### src/rtl/acs_pkg.sv
package acs_pkg;

    // Sequencer constants
    localparam int INIT_DELAY     = 16;
    localparam int MAX_ACCUM_LOG2 = 6;

    // Register map
    localparam int ADDR_W     = 5;

    typedef enum logic [2:0] {
        REG_PRESCALE      = 3'd0,
        REG_SAMPLE_DELAY  = 3'd1,
        REG_SAMPLE_LENGTH = 3'd2,
        REG_ACCUM_LOG2    = 3'd3,
        REG_EIGHT_BIT     = 3'd4,
        REG_WINDOW_MODE   = 3'd5,
        REG_WINDOW_LOW    = 3'd6,
        REG_WINDOW_HIGH   = 3'd7
    } t_reg;

    typedef enum logic [2:0] {
        OP_TICK    = 3'd0,
        OP_ENABLE  = 3'd1,
        OP_DISABLE = 3'd2,
        OP_START   = 3'd3,
        OP_CLEAR   = 3'd4
    } t_op;

    typedef enum logic [2:0] {
        PH_DISABLED   = 3'd0,
        PH_IDLE       = 3'd1,
        PH_STARTING   = 3'd2,
        PH_WAITING    = 3'd3,
        PH_CONVERTING = 3'd4
    } t_phase;

    typedef enum logic [2:0] {
        WIN_NONE    = 3'd0,
        WIN_BELOW   = 3'd1,
        WIN_ABOVE   = 3'd2,
        WIN_INSIDE  = 3'd3,
        WIN_OUTSIDE = 3'd4
    } t_win_mode;

    typedef struct packed {
        logic [8:0]  prescale_factor;
        logic [3:0]  sample_delay;
        logic [4:0]  sample_length;
        logic [2:0]  accum_log2;
        logic        eight_bit;
        logic [2:0]  window_mode;
        logic [15:0] window_low;
        logic [15:0] window_high;
    } t_cfg;

    typedef struct packed {
        logic        busy_res;
        logic [15:0] result;
        logic        result_ready;
        logic        window_hit;
        logic        sample_now;
    } t_result;

endpackage

### src/rtl/acs_if.sv
interface acs_in_if;
    logic       valid;
    logic       ready;
    logic [2:0] operation;
    logic       clear_ready;
    logic       clear_window;
    logic [9:0] sample_code;

    modport source (output valid, operation, clear_ready, clear_window, sample_code,
                    input ready);
    modport sink   (input valid, operation, clear_ready, clear_window, sample_code,
                    output ready);
endinterface

interface acs_out_if;
    logic        valid;
    logic        ready;
    logic        busy_res;
    logic [15:0] result;
    logic        result_ready;
    logic        window_hit;
    logic        sample_now;

    modport source (output valid, busy_res, result, result_ready, window_hit, sample_now,
                    input ready);
    modport sink   (input valid, busy_res, result, result_ready, window_hit, sample_now,
                    output ready);
endinterface

### src/rtl/acs_cfg_regs.sv
module acs_cfg_regs
    import acs_pkg::*;
(
    input  logic              i_clk,
    input  logic              i_rst_n,
    input  logic              psel,
    input  logic              penable,
    input  logic              pwrite,
    input  logic [ADDR_W-1:0] paddr,
    input  logic [31:0]       pwdata,
    output logic [31:0]       prdata,
    output logic              pready,
    output t_cfg              o_cfg
);

    t_cfg r_cfg;
    logic wr_en;
    t_reg idx;

    assign pready = 1'b1;
    assign wr_en  = psel && penable && pwrite;
    assign idx    = t_reg'(paddr[ADDR_W-1:2]);

    // Write the addressed register on the access cycle
    always_ff @(posedge i_clk) begin
        if (!i_rst_n) begin
            r_cfg.prescale_factor <= 9'd2;
            r_cfg.sample_delay    <= '0;
            r_cfg.sample_length   <= '0;
            r_cfg.accum_log2      <= '0;
            r_cfg.eight_bit       <= 1'b0;
            r_cfg.window_mode     <= '0;
            r_cfg.window_low      <= '0;
            r_cfg.window_high     <= '0;
        end else if (wr_en) begin
            case (idx)
                REG_PRESCALE:      r_cfg.prescale_factor <= pwdata[8:0];
                REG_SAMPLE_DELAY:  r_cfg.sample_delay    <= pwdata[3:0];
                REG_SAMPLE_LENGTH: r_cfg.sample_length   <= pwdata[4:0];
                REG_ACCUM_LOG2:    r_cfg.accum_log2      <= pwdata[2:0];
                REG_EIGHT_BIT:     r_cfg.eight_bit       <= pwdata[0];
                REG_WINDOW_MODE:   r_cfg.window_mode     <= pwdata[2:0];
                REG_WINDOW_LOW:    r_cfg.window_low      <= pwdata[15:0];
                REG_WINDOW_HIGH:   r_cfg.window_high     <= pwdata[15:0];
                default: ;
            endcase
        end
    end

    // Read back the addressed register
    always_comb begin
        case (idx)
            REG_PRESCALE:      prdata = {23'd0, r_cfg.prescale_factor};
            REG_SAMPLE_DELAY:  prdata = {28'd0, r_cfg.sample_delay};
            REG_SAMPLE_LENGTH: prdata = {27'd0, r_cfg.sample_length};
            REG_ACCUM_LOG2:    prdata = {29'd0, r_cfg.accum_log2};
            REG_EIGHT_BIT:     prdata = {31'd0, r_cfg.eight_bit};
            REG_WINDOW_MODE:   prdata = {29'd0, r_cfg.window_mode};
            REG_WINDOW_LOW:    prdata = {16'd0, r_cfg.window_low};
            REG_WINDOW_HIGH:   prdata = {16'd0, r_cfg.window_high};
            default:           prdata = '0;
        endcase
    end

    assign o_cfg = r_cfg;

endmodule

### src/rtl/acs_core.sv
module acs_core
    import acs_pkg::*;
(
    input  logic       i_clk,
    input  logic       i_rst_n,
    input  t_cfg       i_cfg,
    input  logic       i_accept,
    input  logic [2:0] i_operation,
    input  logic       i_clear_ready,
    input  logic       i_clear_window,
    input  logic [9:0] i_sample_code,
    output t_result    o_res
);

    t_phase      r_phase, n_phase;
    logic [8:0]  r_presc, n_presc;
    logic [8:0]  r_adc, n_adc;
    logic [6:0]  r_scnt, n_scnt;
    logic [15:0] r_accum, n_accum;
    logic        r_first, n_first;
    logic        r_ready, n_ready;
    logic        r_win, n_win;

    logic [8:0]  eff_presc;
    logic [2:0]  eff_accum;
    logic [6:0]  accum_lim;
    logic [8:0]  adc_dec;
    logic [8:0]  presc_inc;
    logic [6:0]  scnt_inc;
    logic [9:0]  sample_val;
    logic [8:0]  wait_len;
    logic        win_hit;
    logic        sampled;

    // Clamp configuration to its working range
    always_comb begin
        if (i_cfg.prescale_factor < 9'd2) begin
            eff_presc = 9'd2;
        end else if (i_cfg.prescale_factor > 9'd256) begin
            eff_presc = 9'd256;
        end else begin
            eff_presc = i_cfg.prescale_factor;
        end
        if (i_cfg.accum_log2 > 3'(MAX_ACCUM_LOG2)) begin
            eff_accum = 3'(MAX_ACCUM_LOG2);
        end else begin
            eff_accum = i_cfg.accum_log2;
        end
    end

    assign accum_lim  = 7'd1 << eff_accum;
    assign adc_dec    = (r_adc != 9'd0) ? r_adc - 9'd1 : 9'd0;
    assign presc_inc  = r_presc + 9'd1;
    assign scnt_inc   = r_scnt + 7'd1;
    assign sample_val = i_cfg.eight_bit ? {2'b00, i_sample_code[9:2]} : i_sample_code;
    assign wait_len   = 9'd2 + {5'd0, i_cfg.sample_delay};

    // Window compare on the finished sum
    always_comb begin
        case (t_win_mode'(i_cfg.window_mode))
            WIN_BELOW:   win_hit = r_accum < i_cfg.window_low;
            WIN_ABOVE:   win_hit = r_accum > i_cfg.window_high;
            WIN_INSIDE:  win_hit = (r_accum > i_cfg.window_low) &&
                                   (r_accum < i_cfg.window_high);
            WIN_OUTSIDE: win_hit = (r_accum < i_cfg.window_low) ||
                                   (r_accum > i_cfg.window_high);
            default:     win_hit = 1'b0;
        endcase
    end

    // Next state for one beat
    always_comb begin
        n_phase = r_phase;
        n_presc = r_presc;
        n_adc   = r_adc;
        n_scnt  = r_scnt;
        n_accum = r_accum;
        n_first = r_first;
        n_ready = r_ready;
        n_win   = r_win;
        sampled = 1'b0;
        if (i_accept) begin
            case (t_op'(i_operation))
                OP_TICK: begin
                    if (r_phase == PH_STARTING) begin
                        if (adc_dec == 9'd0) begin
                            n_adc   = r_first ? wait_len + 9'(INIT_DELAY) : wait_len;
                            n_first = 1'b0;
                            n_presc = 9'd0;
                            n_phase = PH_WAITING;
                        end else begin
                            n_adc = adc_dec;
                        end
                    end else if (r_phase == PH_WAITING || r_phase == PH_CONVERTING) begin
                        if (presc_inc < eff_presc) begin
                            n_presc = presc_inc;
                        end else begin
                            n_presc = 9'd0;
                            n_adc   = adc_dec;
                            if (adc_dec == 9'd0) begin
                                if (r_phase == PH_WAITING) begin
                                    n_accum = (r_scnt == 7'd0) ? {6'd0, sample_val}
                                                               : r_accum + {6'd0, sample_val};
                                    n_adc   = 9'd11 + {4'd0, i_cfg.sample_length};
                                    n_phase = PH_CONVERTING;
                                    sampled = 1'b1;
                                end else begin
                                    n_scnt = scnt_inc;
                                    if (scnt_inc < accum_lim) begin
                                        n_adc   = wait_len;
                                        n_phase = PH_WAITING;
                                    end else begin
                                        n_phase = PH_IDLE;
                                        n_ready = 1'b1;
                                        if (win_hit) begin
                                            n_win = 1'b1;
                                        end
                                    end
                                end
                            end
                        end
                    end
                end
                OP_ENABLE: begin
                    n_first = 1'b1;
                    if (r_phase == PH_DISABLED) begin
                        n_phase = PH_IDLE;
                    end
                end
                OP_DISABLE: begin
                    n_first = 1'b1;
                    n_phase = PH_DISABLED;
                    n_presc = 9'd0;
                    n_adc   = 9'd0;
                    n_scnt  = 7'd0;
                end
                OP_START: begin
                    if (r_phase == PH_IDLE) begin
                        n_phase = PH_STARTING;
                        n_scnt  = 7'd0;
                        n_presc = 9'd0;
                        n_adc   = {1'b0, eff_presc[8:1]} + 9'd2;
                    end
                end
                OP_CLEAR: begin
                    if (i_clear_ready) begin
                        n_ready = 1'b0;
                    end
                    if (i_clear_window) begin
                        n_win = 1'b0;
                    end
                end
                default: ;
            endcase
        end
    end

    // Hold sequencer state
    always_ff @(posedge i_clk) begin
        if (!i_rst_n) begin
            r_phase <= PH_DISABLED;
            r_presc <= '0;
            r_adc   <= '0;
            r_scnt  <= '0;
            r_accum <= '0;
            r_first <= 1'b0;
            r_ready <= 1'b0;
            r_win   <= 1'b0;
        end else begin
            r_phase <= n_phase;
            r_presc <= n_presc;
            r_adc   <= n_adc;
            r_scnt  <= n_scnt;
            r_accum <= n_accum;
            r_first <= n_first;
            r_ready <= n_ready;
            r_win   <= n_win;
        end
    end

    // Result beat reflects the state after the update
    assign o_res.busy_res     = (n_phase != PH_DISABLED) && (n_phase != PH_IDLE);
    assign o_res.result       = n_accum;
    assign o_res.result_ready = n_ready;
    assign o_res.window_hit   = n_win;
    assign o_res.sample_now   = sampled;

    a_sample_enters_convert: assert property (@(posedge i_clk) disable iff (!i_rst_n)
        (i_accept && sampled) |=> (r_phase == PH_CONVERTING))
        else $error("sample latched without entering conversion");

    a_disable_clears: assert property (@(posedge i_clk) disable iff (!i_rst_n)
        (i_accept && t_op'(i_operation) == OP_DISABLE) |=>
        (r_phase == PH_DISABLED && r_scnt == 7'd0 && r_adc == 9'd0 && r_first))
        else $error("disable did not clear the sequencer");

    a_idle_no_change: assert property (@(posedge i_clk) disable iff (!i_rst_n)
        !i_accept |=> ($stable(r_phase) && $stable(r_accum) && $stable(r_ready)))
        else $error("state moved without an accepted beat");

endmodule

### src/rtl/acs_out_buf.sv
module acs_out_buf
    import acs_pkg::*;
(
    input  logic    i_clk,
    input  logic    i_rst_n,
    input  logic    i_push,
    input  t_result i_data,
    output logic    o_ready,
    output logic    o_valid,
    input  logic    i_pop_ready,
    output t_result o_data
);

    logic [1:0] r_count;
    t_result    r_ent0;
    t_result    r_ent1;
    logic       pop;

    assign o_ready = (r_count != 2'd2);
    assign o_valid = (r_count != 2'd0);
    assign o_data  = r_ent0;
    assign pop     = o_valid && i_pop_ready;

    // Advance the two-entry queue
    always_ff @(posedge i_clk) begin
        if (!i_rst_n) begin
            r_count <= 2'd0;
        end else begin
            case ({i_push, pop})
                2'b10:   r_count <= r_count + 2'd1;
                2'b01:   r_count <= r_count - 2'd1;
                default: r_count <= r_count;
            endcase
        end
    end

    always_ff @(posedge i_clk) begin
        case ({i_push, pop})
            2'b10: begin
                if (r_count == 2'd0) begin
                    r_ent0 <= i_data;
                end else begin
                    r_ent1 <= i_data;
                end
            end
            2'b01: begin
                r_ent0 <= r_ent1;
            end
            2'b11: begin
                if (r_count == 2'd1) begin
                    r_ent0 <= i_data;
                end else begin
                    r_ent0 <= r_ent1;
                    r_ent1 <= i_data;
                end
            end
            default: ;
        endcase
    end

    a_no_overflow: assert property (@(posedge i_clk) disable iff (!i_rst_n)
        i_push |-> (r_count != 2'd2))
        else $error("push into a full result queue");

    a_count_range: assert property (@(posedge i_clk) disable iff (!i_rst_n)
        r_count != 2'd3)
        else $error("result queue count out of range");

    a_head_holds: assert property (@(posedge i_clk) disable iff (!i_rst_n)
        (o_valid && !i_pop_ready) |=> $stable(r_ent0))
        else $error("waiting result beat changed");

endmodule

### src/rtl/adc_conversion_sequencer.sv
// Converter sequencer: each input beat is one CPU-clock tick or one event (enable, disable,
// start, clear flags) and yields exactly one status beat taken after the update, with busy,
// the running sum, both interrupt flags and the sampling strobe. One beat is accepted every
// clock cycle; the state update is a single combinational pass into the state registers, and
// a two-entry result queue lets input continue while up to two result beats wait downstream,
// so input stalls only when that queue is full. Registers are to be written over the APB port
// only while no conversion is running; the block itself does not enforce this. pready is always high.
module adc_conversion_sequencer
    import acs_pkg::*;
(
    input  logic              i_clk,
    input  logic              i_rst_n,
    acs_in_if.sink            i_in,
    acs_out_if.source         o_out,
    input  logic              psel,
    input  logic              penable,
    input  logic              pwrite,
    input  logic [ADDR_W-1:0] paddr,
    input  logic [31:0]       pwdata,
    output logic [31:0]       prdata,
    output logic              pready
);

    t_cfg    cfg;
    t_result core_res;
    t_result head;
    logic    buf_ready;
    logic    accept;

    assign i_in.ready = buf_ready;
    assign accept     = i_in.valid && buf_ready;

    acs_cfg_regs u_cfg (
        .i_clk   (i_clk),
        .i_rst_n (i_rst_n),
        .psel    (psel),
        .penable (penable),
        .pwrite  (pwrite),
        .paddr   (paddr),
        .pwdata  (pwdata),
        .prdata  (prdata),
        .pready  (pready),
        .o_cfg   (cfg)
    );

    acs_core u_core (
        .i_clk          (i_clk),
        .i_rst_n        (i_rst_n),
        .i_cfg          (cfg),
        .i_accept       (accept),
        .i_operation    (i_in.operation),
        .i_clear_ready  (i_in.clear_ready),
        .i_clear_window (i_in.clear_window),
        .i_sample_code  (i_in.sample_code),
        .o_res          (core_res)
    );

    acs_out_buf u_buf (
        .i_clk       (i_clk),
        .i_rst_n     (i_rst_n),
        .i_push      (accept),
        .i_data      (core_res),
        .o_ready     (buf_ready),
        .o_valid     (o_out.valid),
        .i_pop_ready (o_out.ready),
        .o_data      (head)
    );

    // Drive the result channel from the queue head
    assign o_out.busy_res     = head.busy_res;
    assign o_out.result       = head.result;
    assign o_out.result_ready = head.result_ready;
    assign o_out.window_hit   = head.window_hit;
    assign o_out.sample_now   = head.sample_now;

endmodule

### src/flat_wrapper.sv
// flat-port wrapper written by rule: the top's interface ports become plain ports
module adc_conversion_sequencer_flat import acs_pkg::*;
  (i_clk, i_rst_n, psel, penable, pwrite, paddr, pwdata, prdata, pready, i_in_valid, i_in_operation, i_in_clear_ready, i_in_clear_window, i_in_sample_code, i_in_ready, o_out_valid, o_out_busy_res, o_out_result, o_out_result_ready, o_out_window_hit, o_out_sample_now, o_out_ready);
  acs_in_if i_in_i ();
  acs_out_if o_out_i ();
  input  logic i_clk;
  input  logic i_rst_n;
  input  logic psel;
  input  logic penable;
  input  logic pwrite;
  input  logic [ADDR_W-1:0] paddr;
  input  logic [31:0] pwdata;
  output logic [31:0] prdata;
  output logic pready;
  input wire logic [$bits(i_in_i.valid)-1:0] i_in_valid;
  input wire logic [$bits(i_in_i.operation)-1:0] i_in_operation;
  input wire logic [$bits(i_in_i.clear_ready)-1:0] i_in_clear_ready;
  input wire logic [$bits(i_in_i.clear_window)-1:0] i_in_clear_window;
  input wire logic [$bits(i_in_i.sample_code)-1:0] i_in_sample_code;
  output wire logic [$bits(i_in_i.ready)-1:0] i_in_ready;
  output wire logic [$bits(o_out_i.valid)-1:0] o_out_valid;
  output wire logic [$bits(o_out_i.busy_res)-1:0] o_out_busy_res;
  output wire logic [$bits(o_out_i.result)-1:0] o_out_result;
  output wire logic [$bits(o_out_i.result_ready)-1:0] o_out_result_ready;
  output wire logic [$bits(o_out_i.window_hit)-1:0] o_out_window_hit;
  output wire logic [$bits(o_out_i.sample_now)-1:0] o_out_sample_now;
  input wire logic [$bits(o_out_i.ready)-1:0] o_out_ready;
  assign i_in_i.valid = i_in_valid;
  assign i_in_i.operation = i_in_operation;
  assign i_in_i.clear_ready = i_in_clear_ready;
  assign i_in_i.clear_window = i_in_clear_window;
  assign i_in_i.sample_code = i_in_sample_code;
  assign i_in_ready = i_in_i.ready;
  assign o_out_valid = o_out_i.valid;
  assign o_out_busy_res = o_out_i.busy_res;
  assign o_out_result = o_out_i.result;
  assign o_out_result_ready = o_out_i.result_ready;
  assign o_out_window_hit = o_out_i.window_hit;
  assign o_out_sample_now = o_out_i.sample_now;
  assign o_out_i.ready = o_out_ready;
  adc_conversion_sequencer u_core (.i_clk(i_clk), .i_rst_n(i_rst_n), .i_in(i_in_i), .o_out(o_out_i), .psel(psel), .penable(penable), .pwrite(pwrite), .paddr(paddr), .pwdata(pwdata), .prdata(prdata), .pready(pready));
endmodule
### config.mk
export PLATFORM = sky130hd
export DESIGN_NAME = adc_conversion_sequencer_flat
export DESIGN_NICKNAME = d
export VERILOG_FILES = /design/src/rtl/acs_pkg.sv /design/src/rtl/acs_if.sv /design/src/rtl/acs_cfg_regs.sv /design/src/rtl/acs_core.sv /design/src/rtl/acs_out_buf.sv /design/src/rtl/adc_conversion_sequencer.sv /design/src/flat_wrapper.sv
export SDC_FILE = /design/constraint.sdc
export NUM_CORES = 1
export LEC_CHECK = 0
export ABC_AREA = 1
export BUFFER_PORTS_ARGS = -buffer_cell sky130_fd_sc_hd__buf_2
export CORE_MARGIN = 8
export CORE_UTILIZATION = 54
export DETAILED_ROUTE_END_ITERATION = 16
export PLACE_DENSITY = 0.78
export SLEW_MARGIN = 20
export SYNTH_ARGS = -nofsm -noshare
export SYNTH_HDL_FRONTEND = slang
export SYNTH_SLANG_ARGS = --single-unit
### constraint.sdc
create_clock -name i_clk -period 3.07 [get_ports i_clk]
set_clock_uncertainty 0.15 [all_clocks]
set_input_delay 0.614 -clock i_clk [delete_from_list [all_inputs] [get_ports i_clk]]
set_output_delay 0.614 -clock i_clk [all_outputs]
set_load 0.01 [all_outputs]
Word level (Yosys, flattened, before mapping)
Index checks and enable logic that the tools add are counted.

operators by class
  $lt $le $gt $ge = 9
  add/sub/neg operators = 10
  shift-type cells = 1
  mux-type cells = 85
  reductions and logical operators = 37
  equality and inequality tests = 38

operators by type and width
  kind                   count
  $pmux W32 S8           1
  $mux W9                16
  $mux W16               8
  $mux W20               4
  $pmux W20 S3           1
  $pmux W9 S3            2
  $mux W7                6
  $pmux W20 S2           1
  $gt A16 B16 Y1         2
  $lt A16 B16 Y1         2
  $mux W3                10
  $mux W1                26
  $eq A3 B2 Y1 const B   8
  $ne A2 B2 Y1 const B   11
  $eq A3 B3 Y1 const B   7
  $pmux W7 S3            1
  $reduce_and A2 Y1      9
  $add A16 B10 Y16       1
  $eq A3 B1 Y1 const B   4
  $pmux W3 S4            1
  $mux W10               1
  $reduce_and A5 Y1      2
  $add A8 B2 Y9 const B  1
  $add A9 B1 Y9 const B  1
  other kinds (35)       54

storage, ports and cells
  output and inout port bits = 55
  bits in registers = 146

Logic depth before layout (Yosys ltp)
Gate-level depths: netlist of run 1.

  depth after elaboration = 16
  gate-level depth with buffers = 23
  depth with buffers taken out = 23

By module
From an unflattened synthesis of run 1, not the netlist that was laid out.

second synthesis, totals
  cells, all modules = 1,399
  area, all modules = 9,796.9 um^2

by module, submodules not included
  module                    cells an instance  times used  area each (um^2)  sequential area each (um^2)
  acs_core                  856                1           5,283.8           940.9
  acs_cfg_regs              391                1           2,712.6           1,141.1
  acs_out_buf               150                1           1,793.0           1,241.2
  adc_conversion_sequencer  2                  1           7.5               0.0

Worst setup path before layout of run 1
OpenSTA, ideal clock, no wires.

  kind = reg2reg
  start = register u_core.u_core.r_presc[0]
  end = register u_core.u_buf.r_ent0, in the netlist u_core.u_buf.o_data[8], data pin
  setup time = 0.257 ns
  setup slack = 0.020 ns
  data arrival time = 2.642 ns
  required time = 2.663 ns
  path buffers = 1
  cell stages (with the launch flop) = 20
  cell sequence = dfxtp_1 -> ha_1 -> nand3_1 -> nand3b_1 -> nand3b_1 -> xor2_1 -> inv_1 -> ha_1 -> nand2_1 -> nor2_1 -> inv_1 -> a21oi_1 -> nor2_1 -> nand2_1 -> nand3_4 -> nor2_8 -> buf_12 -> nand2_1 -> o21ai_2 -> o21ai_1

on the way
  longest elaborated chain between the ends = 9

ends and longest elaborated chain
  element                      line                                  text
  from (decl)                  acs_core.sv:16                        logic [8:0] r_presc, n_presc;
  from (signal assigned)       acs_core.sv:171                       r_presc <= n_presc;
  $add A9 B1 Y9 *              acs_core.sv:53                        assign presc_inc = r_presc + 9'd1;
  $lt A9 B9 Y1 *               acs_core.sv:95                        if (presc_inc < eff_presc) begin
  $mux W16 *                   acs_core.sv:95
  $mux W16 *                   acs_core.sv:94                        end else if (r_phase == PH_WAITING || r_phase == PH_CONVERTING) begin
  $mux W16 *                   acs_core.sv:85                        if (r_phase == PH_STARTING) begin
  $mux W16 *                   acs_core.sv:83                        case (t_op'(i_operation))
  $mux W16 *                   acs_core.sv:82                        if (i_accept) begin
  $mux W20 (on tied branches)  acs_out_buf.sv:50, acs_out_buf.sv:40
  $pmux W20 S3 *               acs_out_buf.sv:38                     case ({i_push, pop})
  to (signal assigned)         acs_out_buf.sv:41                     r_ent0 <= i_data;
  to (signal assigned)         acs_out_buf.sv:51                     r_ent0 <= i_data;
  to (signal assigned)         acs_out_buf.sv:53                     r_ent0 <= r_ent1;
  to (decl)                    acs_out_buf.sv:15                     t_result r_ent0;

Mark *: on every way between the ends. The rest lies on a longest branch, timed or not. The select of a mux whose other input is x is not followed.
A chain may end at the register's enable or synchronous reset.

Worst setup path in the final report of run 1
  start = register u_core.u_core.r_presc[1]
  end = register u_core.u_buf.r_ent0, in the netlist u_core.u_buf.o_data[17], data pin

The elaborated chain is that of the path after synthesis.

==> flow_results.org, run 1 <==
** Drt
- Once detail routing completed, the nets flagged for antenna violations numbered 0.
- Iter 0 DRT Violations :: 741
- Number of vias per cell :: 5.58
- Wires add up to 28,000 µm.
- The routed layout has 9,570 vias.
- Before antenna repair, the detailed router went through 5 iterations.
- In the routed design, unresolved DRC markers number 0.
- Average routed wire per standard cell :: 16.3 µm

** STA
- For the pin with the worst max-slew slack, the measured transition is 0.847 ns.
- Time the final worst path needs with I/O delays and setup :: 3.31 ns
- Setup violations remaining at the end of the flow were counted as 66.
- Setup repair after global routing could not meet its margin everywhere.
- The number of slew-limit violations in the final report is 0.
- The number of hold violations in the final report is 0.
- After layout, the worst setup slack is -0.244 ns.
- The worst path uses 108% of the clock period.
- On the final layout, the worst hold slack is 0.311 ns.
- For the final routed database, the setup TNS stands at -7.16 ns.
- Max-slew headroom at the worst pin :: 43.5%
- F_max :: 0.302 GHz

** Critical path
- For this run, the slowest stage of the critical path takes 0.36 ns.
- At the worst endpoint, the required time is 3.10 ns.
- The number of buffers and inverters on the critical path is 3.
- Crit path max-delay family :: simple AND/OR/NAND/NOR gates
- Type of the worst setup path :: reg2reg
- By instance count, the cell type seen most on the critical path is nor2_4.
- In this run the worst path has a maximum fanout of 7.
- STA classifies the critical path endpoint as a flop.
- Among all stages on the critical path, the largest delay is contributed by dfxtp_2.
- Arrival time of the worst setup path :: 3.35 ns
- Cells along the critical path :: ha_4 > nand3_2 > nand3b_1 > nand3b_1 > xor2_1 > inv_1 > ha_4 > nand2_4 > nor2_4 > inv_2 > a21oi_4 > nor2_4 > a21oi_2 > nand2_2 > nor2_4 > buf_6 > nand4_1 > nand3_4 > o21ai_2
- Kind of start point of the critical path :: flop

** Status
- The checks that failed: setup timing.
- The run finished, with violations left.

** Power and ir drop
- Portion of total power attributed to combinational logic :: 29.7%
- Internal power comes to 0.00419 W.
- Total power divided by cell area :: 541 nW/µm²
- Sequential share of power :: 37.7%
- In this run the power spent charging and discharging nets is 0.00220 W.
- Across the VDD grid, the largest voltage drop is 0.000442 V.
- For this design the static power due to leakage is 5.45 nW.
- In this run, the clock network consumes 32.6% of the power.
- Switching share of power :: 34.4%

** Yosys
- Synthesis produced a netlist whose cell count is 1,314.
- Predominant post-synthesis flop cell :: dfxtp_1
- Number of synthesized register bits :: 146
- Yosys printed 0 warnings.
- Per-instance average area after synthesis :: 7.16 µm²
- After synthesis, the netlist uses 54 different library cells.
- Async S/R FF share, synth :: 0%
- For this run, the register share of the synthesized area comes to 35.3%.
- Counting flops with a built-in enable in the synthesized netlist gives 40.
- Area of the mapped netlist :: 9410 µm²

** Placed design
- The HPWL after detailed placement is 19,900 µm.
- Routability congestion estimate :: 0.928
- Number of port buffers :: 78

** Global routing
- Global routing consumed, on the met3 layer, 5.41% of the routing resources.
- The number of global-route vias before repair was 9,224.
- Global routing used 29.8% of the available met1 tracks.
- After global routing the overflow that remains totals 0.
- The initial antenna violation count is 0.
- Global-route wire length before repair :: 44,400 µm
- GRT Resource Usage Total :: 24.9%
- Met2 Use GR :: 42.3%
- The global routing stage identified its most utilized layer as met2.
- Entering global routing, the biggest net connects 77 pins.

** Floorplanning
- Vertical die dimension :: 148 µm
- 114 I/O pins were placed.
- Row count :: 48
- The floorplan step defined a die boundary enclosing 21,900 µm².
- The floorplan step defined a core boundary enclosing 17,200 µm².
- The initial utilization of the core area, before any placement, comes to 54.8%.
- From left edge to right edge, the die measures 148 µm.

** Clocking
- H-tree lvl count :: 4
- The tree built by TritonCTS fans out to 146 sinks.
- Skew-Pair Late Insertion Delay :: 0.44 ns
- TritonCTS buffer count :: 17
- In this run the deepest clock path goes through 2 buffers.
- Clock slew at reported path FFs :: 0.06 ns
- In this run, post-CTS hold repair placed 0 buffers.
- TritonCTS built the clock tree.
- Clock root buffer :: clkbuf_16

** Final layout
- Final nets :: 1,607
- Fillcell total :: 1,423
- Relative area change from synthesis to final layout :: 25.3%
- Antenna diode count :: 0
- Cells with a size suffix above 1 make up 22.7% of the layout.

** Hold path
- The min-delay analysis places its worst path in the category in2reg.

** Run
- Max-cap violations in this run came to 0.
cell families (layout without fill, tap and decap cells):
group                      count (synthesis)  after routing  share of synthesized area, %
other                                      2             17                        0.0798
and+or+nand+nor                          494            496                          22.7
buffers and inverters                    242            400                          10.7
adders and majority gates                 72             72                          9.65
DFF                                      146            146                          35.3
muxes                                      2              2                         0.213
AOI/OAI and AO/OA                        337            337                          19.6
xor gates and xnor gates                  19             19                          1.77
layer usage:
layer	wire (µm)	part of all wire [%]
met1	11600	41
met2	13600	48
met3	1960	7.0
met4	890	3.2
met5	0	0
flip-flops by register name, indices dropped and copies added (netlist names):
name	cells
u_core.u_cfg.o_cfg	57
u_core.u_buf.o_data	20
u_core.u_buf.r_ent1	20
u_core.u_core.r_accum	16
u_core.u_core.r_adc	9
u_core.u_core.r_presc	9
u_core.u_core.r_scnt	7
u_core.u_core.r_phase	3
u_core.u_buf.r_count	2
u_core.u_core.r_first	1
u_core.u_core.r_ready	1
u_core.u_core.r_win	1
metrics by stage:
stage | utilization [%] | setup slack (ns) | power [W] | std cells | cell area (µm²)
after floorplan | - | 0.0205 | 0.00352 | 1329 | 9470
after global placement | 60.7 | -0.277 | 0.00404 | 1657 | 10400
after detailed placement | 60.7 | -0.386 | 0.00410 | 1657 | 10400
after CTS | 66.2 | -0.134 | 0.00623 | 1704 | 11400
after global routing | 68.7 | -0.382 | 0.00673 | 1714 | 11800
final | 68.7 | -0.244 | 0.00638 | 1714 | 11800
worst register-to-register path: stages, from the launching register on:
cell,delay (ns)
dfxtp_2,0.36
ha_4,0.15
nand3_2,0.07
nand3b_1,0.19
nand3b_1,0.19
xor2_1,0.19
inv_1,0.11
ha_4,0.30
nand2_4,0.06
nor2_4,0.09
inv_2,0.07
a21oi_4,0.13
nor2_4,0.07
a21oi_2,0.18
nand2_2,0.09
nor2_4,0.22
buf_6,0.14
nand4_1,0.12
nand3_4,0.12
o21ai_2,0.07
Yosys cell counts, types with 3 or more instances:
library cell  count  share of area (%)
o21ai_2           6               0.56
nor2_1          126                5.0
o21a_1            4               0.32
buf_4            18                1.4
o221ai_1          4               0.37
nand2_1         240                9.6
o31ai_1           3               0.24
ha_1             71                9.4
nand4_1          14               0.93
nand3_1          66                3.5
o21ai_1          14               0.74
a21oi_1         150                8.0
inv_2             6               0.24
o22ai_1          16                1.1
nor2_2            4               0.27
edfxtp_1         40                 13
nor3_1           19                1.0
nor2_4            3               0.36
o211ai_1          3               0.24
dfxtp_1         106                 23
clkbuf_1         28                1.1
a31oi_1           3               0.20
o21ai_0         118                6.3
xnor2_1           3               0.28
nand3b_1          7               0.56
nand2_2           5               0.33
xor2_1           16                1.5
buf_2             3               0.16
inv_1           183                7.3
cell usage in the layout, fill, tap and decap left out, types with 17 or more instances in the layout:
cell	count
nand3_1	53
ha_1	67
buf_2	78
buf_4	80
nor3_1	18
inv_1	174
o21ai_0	96
edfxtp_1	40
nor2_1	115
o21ai_1	17
buf_6	20
clkbuf_16	17
a21oi_1	138
dfxtp_1	102
conb_1	17
nand2_1	220
power by group through the flow:
stage	Sequential, W	Combinational, W	Clock (W)
2_1_floorplan	0.00249	0.00103	0
3_3_place_gp	0.00243	0.00161	0
3_5_place_dp	0.00244	0.00166	0
4_1_cts	0.00240	0.00173	0.00210
5_1_grt	0.00243	0.00210	0.00220
6_report	0.00241	0.00190	0.00208
timing repair:
item	CTS	global route
setup endpoints to repair	84	85
resized for setup	67	101
cloned	2	1
pin swaps	25	27
setup buffers	13	9
worst paths after layout:
path                                               from                                    to  slack [ns]  cells after the start
hold reg to reg    u_core.u_core.r_scnt[5]$_SDFFE_PN0P_  u_core.u_core.r_scnt[5]$_SDFFE_PN0P_        0.34                      2
setup / recovery  u_core.u_core.r_presc[1]$_SDFFE_PN0P_     u_core.u_buf.o_data[17]$_DFFE_PP_       -0.24                     19
setup reg to reg  u_core.u_core.r_presc[1]$_SDFFE_PN0P_     u_core.u_buf.o_data[17]$_DFFE_PP_       -0.24                     19
hold / removal                                pwdata[6]   u_core.u_cfg.o_cfg[54]$_SDFFE_PN0P_        0.31                      3
layout make-up:
class | count | area, µm² | area share, %
multi-input cells | 943 | 5670 | 48.0
inverters | 190 | 718 | 6.09
well taps | 225 | 282 | 2.39
flip-flops and latches | 146 | 3330 | 28.2
clock inverters | 14 | 148 | 1.25
clock buffers | 18 | 439 | 3.72
repair buffers | 178 | 1220 | 10.3
(Power assumes the default switching activity.)
==> run 2, diff against run 1 <==
--- a/config.mk
+++ b/config.mk
@@ -6,11 +6,13 @@
 export NUM_CORES = 1
 export LEC_CHECK = 0
 export ABC_AREA = 1
+export ABC_CLOCK_PERIOD_IN_PS = 3070
 export BUFFER_PORTS_ARGS = -buffer_cell sky130_fd_sc_hd__buf_2
-export CORE_MARGIN = 8
+export CORE_MARGIN = 10
 export CORE_UTILIZATION = 54
 export DETAILED_ROUTE_END_ITERATION = 16
 export PLACE_DENSITY = 0.78
+export SKIP_LAST_GASP = 1
 export SLEW_MARGIN = 20
 export SYNTH_ARGS = -nofsm -noshare
 export SYNTH_HDL_FRONTEND = slang
==> run 2 against run 1 <==
  * The run still ends with setup timing left
  * Die area is 5.5% higher
  * Clock-buffer cell count down 1
  * Clock power increased by 3%
  * Maximum frequency shrank 0.82%
  * Utilization increased by 0.86 points
  * Cell count rose by 0.41%
  * Hold slack got worse by 0.0088 ns
  * Worst setup slack lost 0.027 ns
  * Combinational power about the same
  * Wire length rose by 2.3%
==> flow_results.org, run 2 (same netlist as run 1, synthesis figures left out) <==
** Power and ir drop
- Total power divided by cell area :: 540 nW/µm² (-0.17%)
- The maximum resistive drop on vdd was 0.000457 V (+3.5%).
- Total leakage power :: 5.49 nW (+0.67%)

** Global routing
- The number of global-route vias before repair is 9,070 (-1.7%).
- The remaining global-route overflow is 0 (unchanged).
- The initial antenna violation count was 0 (unchanged).
- Maximum number of pins on one net before global-route repair :: 77 (unchanged)
- GRT Resource Usage Total :: 22.7% (-2.3 points)
- Global-route wire length before repair :: 44,200 µm (-0.62%)

** Critical path
- The critical-path maximum fanout was 4 (-3).
- Kind of start point of the critical path :: flop
- Element type at the critical path end :: flop
- Among all stages on the critical path, the largest delay is contributed by dfxtp_2.
- Cells along the critical path :: ha_4 > nand3_4 > nand3b_1 > nand3b_1 > xor2_1 > inv_1 > ha_4 > nand2_2 > nor2_1 > inv_1 > a21oi_2 > nor2_4 > buf_6 > a21oi_4 > nand2_2 > nor2_4 > buf_6 > buf_6 > a21o_1 > nand3_2 > o21ai_2
- Type of the worst setup path :: reg2reg
- Most Frequent Cell on Critical Path :: buf_6
- The arrival time at the worst endpoint was 3.48 ns (+0.13 ns).
- CP peak stage delay :: 0.37 ns (about the same)
- The worst endpoint required time came to 3.21 ns (+0.11 ns).
- Crit path max-delay family :: simple AND/OR/NAND/NOR gates
- The number of buffers and inverters on the critical path came to 5 (+2).

** Status
- The checks that failed: setup timing.
- Outcome :: complete, but fails checks

** Drt
- The post-detailed-route via-to-cell ratio is 5.63 (+0.87%).
- Number of design rule violations left after detail routing :: 0 (unchanged)
- The via count is 9,693 (+1.3%).
- Number of nets with antenna violations after routing :: 0 (unchanged)
- The number of optimization iterations in the first detailed-route pass came to 6 (+1).
- The number of violations reported at the end of detailed-routing iteration 0 was 930 (+26%).
- The average wire per standard cell was 16.6 µm (+1.8%).
- Total wire length after detailed routing :: 28,600 µm (+2.3%)

** STA
- The highest achievable clock rate came to 0.299 GHz (-0.82%).
- The number of slew-limit violations in the final report came to 0 (unchanged).
- Period utilization :: 109% (+0.89 points)
- The transition time at the pin with the least slew margin came to 0.851 ns (+0.00376 ns).
- Total Negative Setup Slacks :: -12.25 ns (-5.09 ns)
- Slack of the critical path :: -0.271 ns (-0.0274 ns)
- Final hold violation count :: 0 (unchanged)
- Setup repair after global routing could not meet its margin everywhere.
- The time the final worst path needs with I/O delays and setup came to 3.34 ns (+0.0274 ns).
- The worst max-slew margin expressed relative to the limit was 43.2% (-0.25 points).
- Setup-failing EPs final :: 81 (+23%)
- The worst hold margin was 0.302 ns (-0.00878 ns).

** Floorplanning
- The die area was 23,100 µm² (+5.5%).
- Placeable core area :: 17,200 µm² (unchanged)
- The floorplan die height was 152 µm (+2.7%).
- The die width was 152 µm (+2.7%).
- Total I/O pin count :: 114 (unchanged)
- Row count :: 48 (unchanged)
- The starting density of the core came to 54.8% (unchanged).

** Final layout
- Antenna diode count :: 0 (unchanged)
- The filler cell count came to 1,337 (-6.0%).
- Flip-flop count of the largest register after layout :: 57 (unchanged)
- In the layout the commonest cells are 217 x nand2_1, 175 x inv_1, 138 x a21oi_1.
- The library cell used most frequently in the layout, excluding fill and tap cells, is nand2_1.
- Relative area change from synthesis to final layout :: 26.9%
- The share of layout cells above drive strength 1 is 23.5% (+0.83 points).
- The final layout net count was 1,614 (+0.44%).

** Run
- The total of max-cap violations came to 0 (unchanged).

** Clocking
- TritonCTS built the clock tree.
- Skew-Pair Late Insertion Delay :: 0.44 ns (about the same)
- The clock slew seen by the registers of the worst setup and hold paths was 0.07 ns (about the same).
- The maximum level of the CTS H-tree is 4 (unchanged).
- Max Buffers Root-to-Sink :: 2 (unchanged)
- The number of CTS-inserted buffers came to 17 (unchanged).
- Clock root buffer :: clkbuf_16
- Clk sinks :: 146 (unchanged)

** Placed design
- The HPWL reported at the end of detailed placement was 19,800 µm (-0.56%).
- The final RePlAce weighted congestion is 0.974 (+4.9%).
- The number of port buffers was 78 (unchanged).

** Hold path
- The path class of the tightest hold or removal check is in2reg.
run 2: tightest hold or removal path, cell delays in order:
cell	delay, ns
buf_2	0.10
nor2_1	0.05
nor2_1	0.08
run 2: final timing paths:
path	slack (ns)	cells past startpoint	startpoint	to
max	-0.27	21	u_core.u_core.r_presc[0]$_SDFFE_PN0P_	u_core.u_buf.o_data[15]$_DFFE_PP_
min	0.30	3	pwdata[6]	u_core.u_cfg.o_cfg[54]$_SDFFE_PN0P_
max reg2reg	-0.27	21	u_core.u_core.r_presc[0]$_SDFFE_PN0P_	u_core.u_buf.o_data[15]$_DFFE_PP_
min reg2reg	0.34	2	u_core.u_cfg.o_cfg[29]$_SDFFE_PN0P_	u_core.u_cfg.o_cfg[29]$_SDFFE_PN0P_
run 2: final cells by class:
type	instances	area [µm²]	share of cell area, %
Clock buffer	17	425	3.56
Sequential cell	146	3330	27.8
Clock inverter	15	170	1.42
Tap cell	225	282	2.36
Inverter	190	718	6.01
Multi-Input combinational cell	943	5710	47.8
Timing Repair Buffer	185	1310	11.0
run 2: report_power, final:
| part | switching (W) | internal [W] | total [W] |
|---|---|---|---|
| Clock | 0.000930 | 0.00122 | 0.00215 |
| Combinational | 0.00124 | 0.000661 | 0.00190 |
| Sequential | 0.000102 | 0.00230 | 0.00240 |
run 2: metal layers:
layer | up-vias | share of wire (%) | global-route usage, %
li1 | 4685 | - | -
met1 | 4496 | 41 | 27.4
met2 | 424 | 48 | 37.9
met3 | 88 | 7.0 | 4.32
met4 | 0 | 4.1 | 10.8
met5 | - | 0 | 0
run 2: what timing repair did:
action | in CTS | in global routing
pin swaps | 46 | 26
resized for setup | 103 | 86
setup endpoints to repair | 84 | 84
buffers inserted | 14 | 13
hold buffers | 0 | 0
cloned | 2 | 1
hold endpoints to repair | 0 | 0
run 2: metrics by stage:
| stage | utilization, % | instance area (µm²) | power (W) | instances | setup slack, ns |
|---|---|---|---|---|---|
| 2_1_floorplan | - | 9470 | 0.00352 | 1329 | 0.0205 |
| 3_3_place_gp | 60.8 | 10400 | 0.00404 | 1659 | -0.294 |
| 3_5_place_dp | 60.8 | 10400 | 0.00409 | 1659 | -0.357 |
| 4_1_cts | 67.1 | 11500 | 0.00632 | 1707 | -0.185 |
| 5_1_grt | 69.6 | 11900 | 0.00676 | 1721 | -0.429 |
| 6_report | 69.6 | 11900 | 0.00645 | 1721 | -0.271 |
==> run 3, diff against run 2 <==
--- a/config.mk
+++ b/config.mk
@@ -8,7 +8,7 @@
 export ABC_AREA = 1
 export ABC_CLOCK_PERIOD_IN_PS = 3070
 export BUFFER_PORTS_ARGS = -buffer_cell sky130_fd_sc_hd__buf_2
-export CORE_MARGIN = 10
+export CORE_MARGIN = 2
 export CORE_UTILIZATION = 54
 export DETAILED_ROUTE_END_ITERATION = 16
 export PLACE_DENSITY = 0.78
==> run 3 against run 2 <==
  * The run still ends with setup timing left
  * Wire length fell by 5.3%
  * Cell area fell by 2.2%
  * Die area fell by 20%
  * Worst setup slack improved by 0.045 ns
  * Total power rose by 1.4%
  * Register-to-register slack improved by 0.05 ns
  * Largest cell class unchanged
==> flow_results.org, run 3 (same netlist as run 1, synthesis figures left out) <==
** Clocking
- TritonCTS buffer count :: 17 (unchanged)
- Skew-Pair Late Insertion Delay :: 0.44 ns (about the same)
- The number of hold-repair buffers added at the cts stage is 0 (unchanged).
- TritonCTS built the clock tree.
- The tree is rooted in a clkbuf_16.
- Clock slew at reported path FFs :: 0.06 ns (about the same)
- Max Buffers Root-to-Sink :: 2 (unchanged)
- Clk sinks :: 146 (unchanged)
- H-tree lvl count :: 4 (unchanged)

** Floorplanning
- The top-level port count is 114 (unchanged).
- The die area was 18,500 µm² (-20%).
- The number of rows created at floorplan came to 48 (unchanged).
- Vertical die dimension :: 136 µm (-11%)
- Placeable core area :: 17,200 µm² (unchanged)
- The die width was 136 µm (-11%).
- The starting density of the core was 54.8% (unchanged).

** Final layout
- The final layout net count came to 1,607 (-0.43%).
- Flip-flop count of the largest register after layout :: 57 (unchanged)
- Leaving out fill and tap cells, the most frequent cell in the layout is nand2_1.
- The share of layout cells above drive strength 1 came to 21.1% (-2.4 points).
- Fillcell total :: 1,437 (+7.5%)
- The area growth from synthesis to layout is 24.2%.
- Area of all placed cells without fillers :: 11,700 µm² (-2.2%)
- Most used cells in the layout excluding fill and tap cells :: 222 x nand2_1, 176 x inv_1, 142 x a21oi_1
- The register cell area after layout was 3330 µm² (about the same).
- The number of antenna cells inserted was 0 (unchanged).
- The area used by multi-input combinational logic is 5530 µm² (-3.3%).

** STA
- The worst max-slew margin expressed relative to the limit was 26.6% (-17 points).
- The time the final worst path needs with I/O delays and setup is 3.30 ns (-0.0451 ns).
- F_max :: 0.303 GHz (+1.4%)
- Max-slew violation count :: 0 (unchanged)
- Setup repair after global routing missed its margin :: true
- The transition time at the pin with the least slew margin is 1.09 ns (+0.244 ns).
- Setup-failing EPs final :: 67 (-17%)
- Slack of the critical path :: -0.226 ns (+0.0451 ns)
- Hold slack :: 0.300 ns (-0.00214 ns)
- The ratio of final minimum period to clock period was 107% (-1.5 points).
- Final hold violation count :: 0 (unchanged)

** Global routing
- The initial antenna violation count is 0 (unchanged).
- GRT Resource Usage Total :: 28.8% (+6.2 points)
- The largest net degree at the start of global routing is 77 (unchanged).
- Global-route wire length before repair :: 42,400 µm (-4.1%)
- The remaining global-route overflow is 0 (unchanged).
- The number of global-route vias before repair came to 8,958 (-1.2%).

** Power and ir drop
- Tot Pwr :: 0.00654 W (+1.4%)
- Total power divided by cell area :: 560 nW/µm² (+3.6%)
- Total leakage power :: 5.40 nW (-1.5%)
- Maximum vdd ir drop :: 0.000440 V (-3.8%)

** Drt
- Routed signal wires occupy layers up through met4.
- The number of violations reported at the end of detailed-routing iteration 0 was 834 (-10%).
- Number of design rule violations left after detail routing :: 0 (unchanged)
- The total wire length was 27,100 µm (-5.3%).
- M1 WL :: 11,000 µm (-5.9%)
- First-pass iteration count of the detailed router :: 6 (unchanged)
- The post-detailed-route via-to-cell ratio was 5.58 (-0.93%).
- Average routed wire per standard cell :: 15.8 µm (-4.9%)
- Wire length on met3 :: 1690 µm (-16%)
- The via count came to 9,564 (-1.3%).
- The residual antenna-violating net count after detailed routing was 0 (unchanged).
- The wire length on met2 is 13,400 µm (-2.8%).

** Status
- Violated checks :: setup timing
- Outcome :: complete, but fails checks

** Critical path
- Kind of start point of the critical path :: flop
- Most Frequent Cell on Critical Path :: nor2_4
- Cells along the critical path :: ha_4 > nand3_2 > nand3b_1 > nand3b_1 > xor2_1 > inv_1 > ha_4 > nand2_4 > nor2_4 > inv_2 > nor2_4 > nand2_4 > buf_6 > a21oi_4 > nand2_2 > nor2_4 > buf_6 > nand3_2 > nand3_4 > o21ai_2
- Worst Path Max Fanout :: 4 (unchanged)
- The worst endpoint required time came to 3.10 ns (-0.11 ns).
- Cell with the largest stage delay on the worst path :: dfxtp_4
- Crit path max-delay family :: simple AND/OR/NAND/NOR gates
- Type of the worst setup path :: reg2reg
- The arrival time at the worst endpoint is 3.33 ns (-0.15 ns).
- STA classifies the critical path endpoint as a flop.
- CP peak stage delay :: 0.37 ns (about the same)
- WP buf/inv :: 4 (-1)

** Placed design
- The post-place instance area was 10,500 µm² (+0.93%).
- HPWL after DPL :: 19,200 µm (-2.8%)
- The number of port buffers came to 78 (unchanged).
- Routability congestion estimate :: 0.936 (-3.8%)

** Hold path
- Hold WC Path Type :: in2reg

** Run
- The total of max-cap violations is 0 (unchanged).
==> run 3: cell types whose count changed in the layout (fill, tap and decap cells not counted), moves of 3 or more <==
cell,previous run,this run
buf_6,30,10
a21oi_1,138,142
buf_4,76,91
o21ai_1,13,21
nor2_1,115,119
o21ai_2,21,12
nand2_2,20,16
nand2_1,217,222
a21oi_2,11,6
nand3_4,7,4
bufinv_16,2,5
o21ai_0,95,102
nor2_2,9,6
o21ai_4,9,3
==> run 3: worst min-delay path, cell delays in order <==
cell and delay (ns):
buf_2 0.11, nor2_1 0.05, nor2_1 0.08
==> run 3: power by group <==
part	switching, W	internal (W)
Sequential	0.000102	0.00230
Combinational	0.00118	0.000628
Clock	0.000880	0.00146
Total	0.00216	0.00438
==> run 3: stage by stage <==
step / util, % / setup TNS (ns) / cells / worst slack, ns
after floorplan: - / 0 / 1329 / 0.0205
after global placement: 61.4 / -18.63 / 1672 / -0.320
after detailed placement: 61.4 / -22.23 / 1672 / -0.360
after CTS: 66.6 / -5.43 / 1710 / -0.173
after global routing: 68.1 / -20.25 / 1714 / -0.399
final: 68.1 / -7.58 / 1714 / -0.226
==> run 3: final cells by class <==
cell class	count	share of cell area (%)
repair buffers	179	10.1
clock inverters	14	1.92
clock buffers	18	3.67
inverters	190	6.10
well taps	225	2.41
multi-input cells	942	47.3
flip-flops and latches	146	28.5
==> run 3: what timing repair did <==
action | CTS | global route
hold endpoints to repair | 0 | 0
pin swaps | 25 | 34
cloned | 1 | 0
setup endpoints to repair | 85 | 86
buffers inserted | 5 | 4
gates resized for setup | 57 | 59
==> run 3: layer usage <==
layer	track usage [%]	vias up
met5	0	-
met4	11.3	0
met3	5.48	88
met2	50.2	371
met1	35.0	4423
li1	-	4682
==> run 3: final timing paths <==
check | slack [ns] | to | startpoint | cells after the start
worst max-delay path | -0.23 | u_core.u_buf.o_data[16]$_DFFE_PP_ | u_core.u_core.r_presc[0]$_SDFFE_PN0P_ | 20
worst min-delay path | 0.30 | u_core.u_cfg.o_cfg[54]$_SDFFE_PN0P_ | pwdata[6] | 3
worst min register to register | 0.35 | u_core.u_cfg.o_cfg[15]$_SDFFE_PN0P_ | u_core.u_cfg.o_cfg[15]$_SDFFE_PN0P_ | 2
worst max register to register | -0.23 | u_core.u_buf.o_data[16]$_DFFE_PP_ | u_core.u_core.r_presc[0]$_SDFFE_PN0P_ | 20
